==> src/ssl_pkg.sv <==
// Shared constants, codes and types for the servo soft-limit controller.
package ssl_pkg;

  localparam int NUM_CHANNELS = 4;
  localparam int MAX_REPORTS  = 4;
  localparam int NUM_REPORTS  = (NUM_CHANNELS < MAX_REPORTS) ? NUM_CHANNELS : MAX_REPORTS;
  localparam int CH_W         = (NUM_CHANNELS > 1) ? $clog2(NUM_CHANNELS) : 1;

  localparam int MODE_W    = 2;
  localparam int ELAPSED_W = 24;
  localparam int CHAN_W    = 2;
  localparam int REQ_W     = 16;
  localparam int SPEED_W   = 15;
  localparam int PULSE_W   = 11;
  localparam int ANGLE_W   = 37;
  localparam int EVENT_W   = 3;
  localparam int LIMIT_W   = 36;
  localparam int GAIN_W    = 4;
  localparam int CFG_IDX_W = 1;
  localparam int SCALED_W  = ELAPSED_W + GAIN_W;

  // shared multiplier operand and product widths
  localparam int MUL_A_W = SCALED_W + 1;
  localparam int MUL_B_W = 16;
  localparam int MUL_P_W = MUL_A_W + MUL_B_W;

  localparam logic signed [REQ_W-1:0] SPEED_MAX  = 16'sd10000;
  localparam logic [PULSE_W-1:0]      PULSE_STOP = 11'd1500;
  // x/20 == (x*3277)>>16 exactly for 0 <= x <= 10000
  localparam logic [MUL_B_W-1:0]      RECIP_20   = 16'd3277;
  localparam int                      RECIP_SHIFT = 16;
  localparam int                      QUOT_W      = 9;

  localparam logic [LIMIT_W-1:0] LIMIT_RESET = 36'd39600000000;
  localparam logic [GAIN_W-1:0]  GAIN_RESET  = 4'd3;

  localparam logic [CFG_IDX_W-1:0] CFG_ANGLE_LIMIT = 1'd0;
  localparam logic [CFG_IDX_W-1:0] CFG_GAIN        = 1'd1;

  typedef enum logic [MODE_W-1:0] {
    MODE_TICK   = 2'd0,
    MODE_SET    = 2'd1,
    MODE_STOP   = 2'd2,
    MODE_STATUS = 2'd3
  } mode_t;

  typedef enum logic [EVENT_W-1:0] {
    EV_NONE      = 3'd0,
    EV_STOP_MAX  = 3'd1,
    EV_STOP_MIN  = 3'd2,
    EV_BLOCK_MAX = 3'd3,
    EV_BLOCK_MIN = 3'd4
  } event_t;

endpackage

==> src/ssl_mul.sv <==
// Shared signed multiplier with registered product.
module ssl_mul (
  input  logic                                 clk,
  input  logic signed [ssl_pkg::MUL_A_W-1:0]   op_a,
  input  logic signed [ssl_pkg::MUL_B_W-1:0]   op_b,
  output logic signed [ssl_pkg::MUL_P_W-1:0]   prod_r
);
  import ssl_pkg::*;

  always_ff @(posedge clk) begin
    prod_r <= MUL_P_W'(op_a) * MUL_P_W'(op_b);
  end

endmodule

==> src/servo_soft_limit_controller.sv <==
// Top level: sequencer, channel state and ports of the servo soft-limit controller.
//
//  channel | ports                                   | direction | beat
//  --------+-----------------------------------------+-----------+-------------------------
//  in      | in_valid/in_ready, mode..speed_request  | input     | one tick or command
//  out     | out_valid/out_ready, report fields      | output    | one channel report
//  cfg     | cfg_valid/cfg_ready, cfg_index/cfg_data | input     | one register write
//
// Steps: each item runs scale and hold once, then multiply, add and clamp per channel,
//   then the set-speed/stop step, then multiply, load and send per report; every angle
//   step and every pulse value goes through the one shared multiplier.
// in_ready is high only in idle; a stall on out holds the current report and the sequencer.
// Reset (synchronous, rst_n low) zeroes all speeds and angles and loads the register defaults.
// cfg_ready is always high; a write goes into its register on the clock edge that sees cfg_valid.
module servo_soft_limit_controller (
  input  logic                                     clk,
  input  logic                                     rst_n,

  input  logic                                     in_valid,
  output logic                                     in_ready,
  input  logic [ssl_pkg::MODE_W-1:0]               in_mode,
  input  logic [ssl_pkg::ELAPSED_W-1:0]            in_elapsed_us,
  input  logic [ssl_pkg::CHAN_W-1:0]               in_channel,
  input  logic signed [ssl_pkg::REQ_W-1:0]         in_speed_request,

  output logic                                     out_valid,
  input  logic                                     out_ready,
  output logic [ssl_pkg::CHAN_W-1:0]               out_report_channel,
  output logic signed [ssl_pkg::SPEED_W-1:0]       out_speed_now,
  output logic [ssl_pkg::PULSE_W-1:0]              out_pulse_us,
  output logic signed [ssl_pkg::ANGLE_W-1:0]       out_angle_estimate,
  output logic [ssl_pkg::EVENT_W-1:0]              out_limit_event,
  output logic                                     out_last_report,

  input  logic                                     cfg_valid,
  output logic                                     cfg_ready,
  input  logic [ssl_pkg::CFG_IDX_W-1:0]            cfg_index,
  input  logic [ssl_pkg::LIMIT_W-1:0]              cfg_data
);
  import ssl_pkg::*;

  typedef enum logic [9:0] {
    S_IDLE  = 10'b0000000001,
    S_SCALE = 10'b0000000010,  // elapsed * gain
    S_HOLD  = 10'b0000000100,  // keep scaled time
    S_MUL   = 10'b0000001000,  // scaled time * speed
    S_ADD   = 10'b0000010000,  // angle + increment
    S_CLAMP = 10'b0000100000,  // limit check and write back
    S_MODE  = 10'b0001000000,  // set-speed / stop
    S_PULSE = 10'b0010000000,  // |speed| * 1/20
    S_LOAD  = 10'b0100000000,  // fill output register
    S_SEND  = 10'b1000000000   // wait for the report beat
  } state_t;

  state_t                      state_r, state_nxt;
  logic [CH_W-1:0]             idx_r, idx_nxt;

  // item fields
  mode_t                       mode_r;
  logic [ELAPSED_W-1:0]        elapsed_r;
  logic [CHAN_W-1:0]           ch_r;
  logic signed [REQ_W-1:0]     req_r;

  // config registers
  logic [LIMIT_W-1:0]          limit_r;
  logic [GAIN_W-1:0]           gain_r;

  // channel state
  logic signed [SPEED_W-1:0]   speed_r [NUM_CHANNELS];
  logic signed [ANGLE_W-1:0]   angle_r [NUM_CHANNELS];
  event_t                      ev_r    [NUM_CHANNELS];

  // datapath
  logic [SCALED_W-1:0]         scaled_r;
  logic signed [MUL_P_W-1:0]   sum_r;
  logic signed [MUL_A_W-1:0]   mul_a;
  logic signed [MUL_B_W-1:0]   mul_b;
  logic signed [MUL_P_W-1:0]   mul_p;

  // output register
  logic                        out_valid_r;
  logic [CHAN_W-1:0]           out_ch_r;
  logic signed [SPEED_W-1:0]   out_speed_r;
  logic [PULSE_W-1:0]          out_pulse_r;
  logic signed [ANGLE_W-1:0]   out_angle_r;
  logic [EVENT_W-1:0]          out_event_r;
  logic                        out_last_r;

  logic signed [SPEED_W-1:0]   speed_cur;
  logic signed [ANGLE_W-1:0]   angle_cur;
  logic [SPEED_W-1:0]          speed_mag;
  logic signed [MUL_P_W-1:0]   lim_p, nlim_p;
  logic                        ge_lim, le_nlim, lim_zero;
  logic signed [ANGLE_W:0]     lim_a, nlim_a, sel_angle;
  logic                        at_max, at_min;
  logic signed [REQ_W-1:0]     req_c;
  logic [QUOT_W-1:0]           quot;
  logic [PULSE_W-1:0]          pulse_val;
  logic                        last_ch, last_rep;

  assign in_ready  = (state_r == S_IDLE);
  assign cfg_ready = 1'b1;
  assign out_valid = out_valid_r;

  assign out_report_channel = out_ch_r;
  assign out_speed_now      = out_speed_r;
  assign out_pulse_us       = out_pulse_r;
  assign out_angle_estimate = out_angle_r;
  assign out_limit_event    = out_event_r;
  assign out_last_report    = out_last_r;

  assign speed_cur = speed_r[idx_r];
  assign angle_cur = angle_r[idx_r];
  assign speed_mag = speed_cur[SPEED_W-1] ? SPEED_W'(-speed_cur) : SPEED_W'(speed_cur);
  assign last_ch   = (idx_r == CH_W'(NUM_CHANNELS - 1));
  assign last_rep  = (idx_r == CH_W'(NUM_REPORTS - 1));

  // integration limit check on the 45-bit sum
  assign lim_p    = MUL_P_W'($signed({1'b0, limit_r}));
  assign nlim_p   = -lim_p;
  assign ge_lim   = (sum_r >= lim_p);
  assign le_nlim  = (sum_r <= nlim_p);
  assign lim_zero = (limit_r == '0);

  // set-speed: addressed channel's angle against the limit
  assign lim_a  = (ANGLE_W+1)'($signed({1'b0, limit_r}));
  assign nlim_a = -lim_a;
  always_comb begin
    sel_angle = '0;
    for (int i = 0; i < NUM_CHANNELS; i++) begin
      if (32'(ch_r) == i) sel_angle = (ANGLE_W+1)'(angle_r[i]);
    end
  end
  assign at_max = (sel_angle >= lim_a);
  assign at_min = (sel_angle <= nlim_a);

  always_comb begin
    if (req_r > SPEED_MAX)       req_c = SPEED_MAX;
    else if (req_r < -SPEED_MAX) req_c = -SPEED_MAX;
    else                         req_c = req_r;
  end

  // pulse = 1500 +/- trunc(|speed|/20)
  assign quot      = mul_p[RECIP_SHIFT +: QUOT_W];
  assign pulse_val = speed_cur[SPEED_W-1] ? PULSE_STOP - PULSE_W'(quot)
                                          : PULSE_STOP + PULSE_W'(quot);

  // operand select for the shared multiplier
  always_comb begin
    mul_a = '0;
    mul_b = '0;
    unique case (state_r)
      S_SCALE: begin
        mul_a = MUL_A_W'(elapsed_r);
        mul_b = MUL_B_W'(gain_r);
      end
      S_MUL: begin
        mul_a = MUL_A_W'(scaled_r);
        mul_b = MUL_B_W'(speed_cur);
      end
      S_PULSE: begin
        mul_a = MUL_A_W'(speed_mag);
        mul_b = RECIP_20;
      end
      default: begin
        mul_a = '0;
        mul_b = '0;
      end
    endcase
  end

  ssl_mul u_mul (
    .clk    (clk),
    .op_a   (mul_a),
    .op_b   (mul_b),
    .prod_r (mul_p)
  );

  // sequencer
  always_comb begin
    state_nxt = state_r;
    idx_nxt   = idx_r;
    unique case (state_r)
      S_IDLE:  if (in_valid) begin
        state_nxt = S_SCALE;
        idx_nxt   = '0;
      end
      S_SCALE: state_nxt = S_HOLD;
      S_HOLD:  state_nxt = S_MUL;
      S_MUL:   state_nxt = S_ADD;
      S_ADD:   state_nxt = S_CLAMP;
      S_CLAMP: begin
        if (last_ch) begin
          state_nxt = S_MODE;
          idx_nxt   = '0;
        end else begin
          state_nxt = S_MUL;
          idx_nxt   = idx_r + 1'b1;
        end
      end
      S_MODE:  state_nxt = S_PULSE;
      S_PULSE: state_nxt = S_LOAD;
      S_LOAD:  state_nxt = S_SEND;
      S_SEND:  if (out_ready) begin
        if (last_rep) begin
          state_nxt = S_IDLE;
        end else begin
          state_nxt = S_PULSE;
          idx_nxt   = idx_r + 1'b1;
        end
      end
      default: state_nxt = S_IDLE;
    endcase
  end

  // control and channel state
  always_ff @(posedge clk) begin
    if (!rst_n) begin
      state_r     <= S_IDLE;
      idx_r       <= '0;
      out_valid_r <= 1'b0;
      limit_r     <= LIMIT_RESET;
      gain_r      <= GAIN_RESET;
      for (int i = 0; i < NUM_CHANNELS; i++) begin
        speed_r[i] <= '0;
        angle_r[i] <= '0;
      end
    end else begin
      state_r <= state_nxt;
      idx_r   <= idx_nxt;

      if (cfg_valid) begin
        unique case (cfg_index)
          CFG_ANGLE_LIMIT: limit_r <= cfg_data;
          CFG_GAIN:        gain_r  <= cfg_data[GAIN_W-1:0];
          default:         ;
        endcase
      end

      if (state_r == S_LOAD) out_valid_r <= 1'b1;
      else if (state_r == S_SEND && out_ready) out_valid_r <= 1'b0;

      // still channels are neither integrated nor checked
      if (state_r == S_CLAMP && speed_cur != '0) begin
        if (ge_lim && !lim_zero) begin
          angle_r[idx_r] <= ANGLE_W'(lim_p);
          speed_r[idx_r] <= '0;
        end else if (ge_lim || le_nlim) begin
          angle_r[idx_r] <= ANGLE_W'(nlim_p);
          speed_r[idx_r] <= '0;
        end else begin
          angle_r[idx_r] <= ANGLE_W'(sum_r);
        end
      end

      if (state_r == S_MODE) begin
        for (int i = 0; i < NUM_CHANNELS; i++) begin
          if (mode_r == MODE_STOP) begin
            speed_r[i] <= '0;
          end else if (mode_r == MODE_SET && 32'(ch_r) == i) begin
            if ((at_max && req_c > 0) || (at_min && req_c < 0)) speed_r[i] <= '0;
            else speed_r[i] <= SPEED_W'(req_c);
          end
        end
      end
    end
  end

  // payload and datapath registers
  always_ff @(posedge clk) begin
    if (state_r == S_IDLE && in_valid) begin
      mode_r    <= mode_t'(in_mode);
      elapsed_r <= in_elapsed_us;
      ch_r      <= in_channel;
      req_r     <= in_speed_request;
    end

    if (state_r == S_HOLD) scaled_r <= mul_p[SCALED_W-1:0];
    if (state_r == S_ADD)  sum_r    <= MUL_P_W'(angle_cur) + mul_p;

    if (state_r == S_CLAMP) begin
      if (speed_cur == '0)            ev_r[idx_r] <= EV_NONE;
      else if (ge_lim && !lim_zero)   ev_r[idx_r] <= EV_STOP_MAX;
      else if (ge_lim || le_nlim)     ev_r[idx_r] <= EV_STOP_MIN;
      else                            ev_r[idx_r] <= EV_NONE;
    end

    // a block overrides a stop event from this item
    if (state_r == S_MODE && mode_r == MODE_SET) begin
      for (int i = 0; i < NUM_CHANNELS; i++) begin
        if (32'(ch_r) == i) begin
          if (at_max && req_c > 0)      ev_r[i] <= EV_BLOCK_MAX;
          else if (at_min && req_c < 0) ev_r[i] <= EV_BLOCK_MIN;
        end
      end
    end

    if (state_r == S_LOAD) begin
      out_ch_r    <= CHAN_W'(idx_r);
      out_speed_r <= speed_cur;
      out_pulse_r <= pulse_val;
      out_angle_r <= angle_cur;
      out_event_r <= ev_r[idx_r];
      out_last_r  <= last_rep;
    end
  end

endmodule

==> config.mk <==
export PLATFORM = sky130hd
export DESIGN_NAME = servo_soft_limit_controller
export DESIGN_NICKNAME = d
export VERILOG_FILES = /design/src/ssl_pkg.sv /design/src/ssl_mul.sv /design/src/servo_soft_limit_controller.sv
export SDC_FILE = /design/constraint.sdc
export NUM_CORES = 2
export LEC_CHECK = 0
export BUFFER_PORTS_ARGS = -buffer_cell sky130_fd_sc_hd__buf_2
export CORE_MARGIN = 8
export CORE_UTILIZATION = 45
export CTS_CLUSTER_SIZE = 16
export DETAILED_ROUTE_END_ITERATION = 6
export GPL_TIMING_DRIVEN = 1
export PLACE_DENSITY = 0.71
export SLEW_MARGIN = 25
export SYNTH_ARGS = -nofsm -noshare
export SYNTH_HDL_FRONTEND = slang
export SYNTH_SLANG_ARGS = --single-unit
==> constraint.sdc <==
create_clock -name clk -period 8.85 [get_ports clk]
set_input_delay 0 -clock clk [delete_from_list [all_inputs] [get_ports clk]]
set_output_delay 0 -clock clk [all_outputs]
set_load 0.01 [all_outputs]
==> metrics.txt <==
status finished with violations; failing checks design-rule violations; Lkg Pwr 20.7 nW; RSZ-0062 raised after global routing yes; fin cells 5841; cell repeated most along the worst path fa_1; WP data arrival 9.18 ns; area of the core 93500 sq um; CP Capture Type flip-flop; CTS H-tree lvls 2; Seq cells post-synth 506; post-synth cell types 88; WL final 137000 microns; number of global-route vias before repair 34500; Switching Share 25.5%; Starting Density 45.5%; register area share after synthesis 31.9%; worst min path class input port to flip-flop; PortBufs 156; most common cell in the synthesized netlist inv_1; clock buffer depth 3; Max stage delay on crit path 0.62 ns; Antenna Nets Post-Route 0; num rows 112; Die ar. 105000 sq um; Switch Pwr 1.45 mW; gpl congestion 1.00; WP data required 9.37 ns; initial antenna violation count 5; GRT overflow 0; WL per Instance 23.4 microns; first-pass GRT wire length 209000 microns; Die Height 323 microns; Cell Area, Synth 42500 sq um; share of the synthesized area in the top cell type 24.2%; slew at the pin with the worst max-slew slack 1.11 ns; Pins Over Slew Limit 0; Hold WS 0.0753 ns; Total GRT Usage 26.0%; Ys Warns 0; Seq pwr share 46.1%; NumNets Final 5337; Post-Route M1 WL 54800 microns; top sig layer met5; cell taking the most area after synthesis edfxtp_1; Num CTS Buffers 56; f_max 0.116 GHz; largest net degree at the start of global routing 61; gate count of the mapped netlist 4261; Clock transition at path regs 0.06 ns; worst-skew pair later-pin latency 0.65 ns; CTS tree done; PwrDens 117 nW/um^2; max_slew headroom 26.2%; Final Util 51.9%; die width 323 microns; Via density 5.85; HPWL after DPL 105000 microns; Critical Path Source Type flip-flop; Clk network pwr share 43.8%; clock sinks 506; P&R area growth vs syn 14.1%; total number of vias 34100; critical path's slowest cell fa_1; layout cells sized above 1 13.6%; EDFF count, synth 343; Remaining DRCs 5; hold path start in_elapsed_us[22]; metal3 WL 15000 microns; Worst Skew 0.0318 ns; Ports 158; Hold Vio Cnt, Final 0; Final period util 97.8%; Main synth FF type edfxtp_1; Final Power 5.68 mW; Commonest cells post-synth 542 x inv_1, 472 x nor2_1, 424 x nand2_1; drt pass-1 iters 7; post-layout min period 8.66 ns; combinational cell fraction of total power 10.1%; CP Class flip-flop to flip-flop; setup tns final 0 ns; top cells by area, synth edfxtp_1 24%, fa_1 17%, ha_1 10%, dfxtp_1 7.7%, mux4_2 4.9%; Crit Path Max Fanout 6; Peak VDD IR 160 uV; max_cap viols 0; CTS root buf clkbuf_16; post-synthesis async set-or-reset flop share 0%; synthesized area per cell 9.98 sq um; Syn Nets 5061; WL met2 61100 microns; dpl cells 5620; number of DRC markers in iteration 0 3546; cell internal pwr 4.23 mW; final setup vio count 0
[registers in the layout (all words and copies together), names as in the netlist, 12 cells and up, named ones only]
| signal | cells |
|---|---|
| req_r | 16 |
| speed_r | 60 |
| scaled_r | 28 |
| out_speed_now | 15 |
| elapsed_r | 24 |
| ev_r | 12 |
| u_mul.prod_r | 45 |
| limit_r | 36 |
| angle_r | 148 |
| sum_r | 45 |
| out_angle_estimate | 37 |
[power by group through the flow]
| stage | combinational [mW] | sequential (mW) | clock, mW |
|---|---|---|---|
| 3_3_place_gp | 0.518 | 2.66 | 0 |
| 4_1_cts | 0.562 | 2.62 | 2.52 |
| 2_1_floorplan | 0.352 | 2.64 | 0 |
| 5_1_grt | 0.622 | 2.62 | 2.61 |
| 3_5_place_dp | 0.524 | 2.67 | 0 |
| 6_report | 0.574 | 2.62 | 2.48 |
[logic make-up after synthesis]
family	after synthesis	synth area share [%]
multiplexers	99	5.04
adder cells (fa/ha/maj)	714	27.4
buffers and inverters	742	6.72
other	1	0.00882
AND/OR/NAND/NOR	1344	14.5
flip-flops	506	31.9
XOR/XNOR	141	2.90
AO/OA/AOI/OAI	714	11.5
[critical path: cells and delay by family, from the launching register on]
| kind | cells | cell delay (ns) |
|---|---|---|
| buf+inv | 7 | 1.03 |
| simple gates | 7 | 1.15 |
| mux | 2 | 0.67 |
| xor+xnor | 1 | 0.23 |
| compound gates | 7 | 1.60 |
| fa+ha+maj | 7 | 3.48 |
| flops | 1 | 0.39 |
[worst paths after layout]
kind | cells after the start | to | slack [ns]
setup / recovery | 31 | u_mul.prod_r[42]$_DFF_P_ | 0.19
hold / removal | 2 | elapsed_r[22]$_DFFE_PP_ | 0.08
setup reg to reg | 31 | u_mul.prod_r[42]$_DFF_P_ | 0.19
hold reg to reg | 0 | scaled_r[12]$_DFFE_PN_ | 0.45
[metrics by stage]
stage	cell area (sq um)	worst slack (ns)
floorplan	42500	0.337
global route	48500	-0.0936
detailed placement	45300	-0.0633
CTS	48200	0.0150
global placement	45300	-0.0155
finish	48500	0.193
[what timing repair did]
action	in CTS	in global routing
cloned	0	1
endpoints found under the setup margin	2	19
gates resized for setup	4	50
buffers inserted	1	14
hold buffers	97	0
pin swaps	0	15
hold endpoints to repair	96	0
[layer usage]
metal / vias to the layer above / GRT usage [%]
met1: 16800 / 35.0
met5: - / 0
met3: 308 / 6.59
li1: 15300 / -
met4: 2 / 9.44
met2: 1701 / 40.7
[area by class of cell]
cell class	instances	area, sq um
diodes	2	5.00
clock buffers	69	1510
clock inverters	37	450
fillers	8315	44900
inverters	543	2040
multi-input cells	3013	26400
flip-flops and latches	506	13600
well taps	1254	1570
repair buffers	417	2990
[cells in the final DEF, fill, tap and decap left out, types with 61 or more instances in the layout]
master	Yosys	final
buf_2	25	157
fa_1	363	358
o21ai_0	93	89
ha_1	351	347
nor3_1	93	92
nand4_1	64	64
mux4_2	92	92
nand2_1	424	420
a21oi_1	194	187
buf_4	3	162
nor2_1	472	462
edfxtp_1	343	343
nand3_1	61	61
dfxtp_1	163	161
a21o_1	77	77
xnor2_1	102	102
inv_1	542	540
dlygate4sd3_1	0	97
Power figures use the tool's default switching activity.
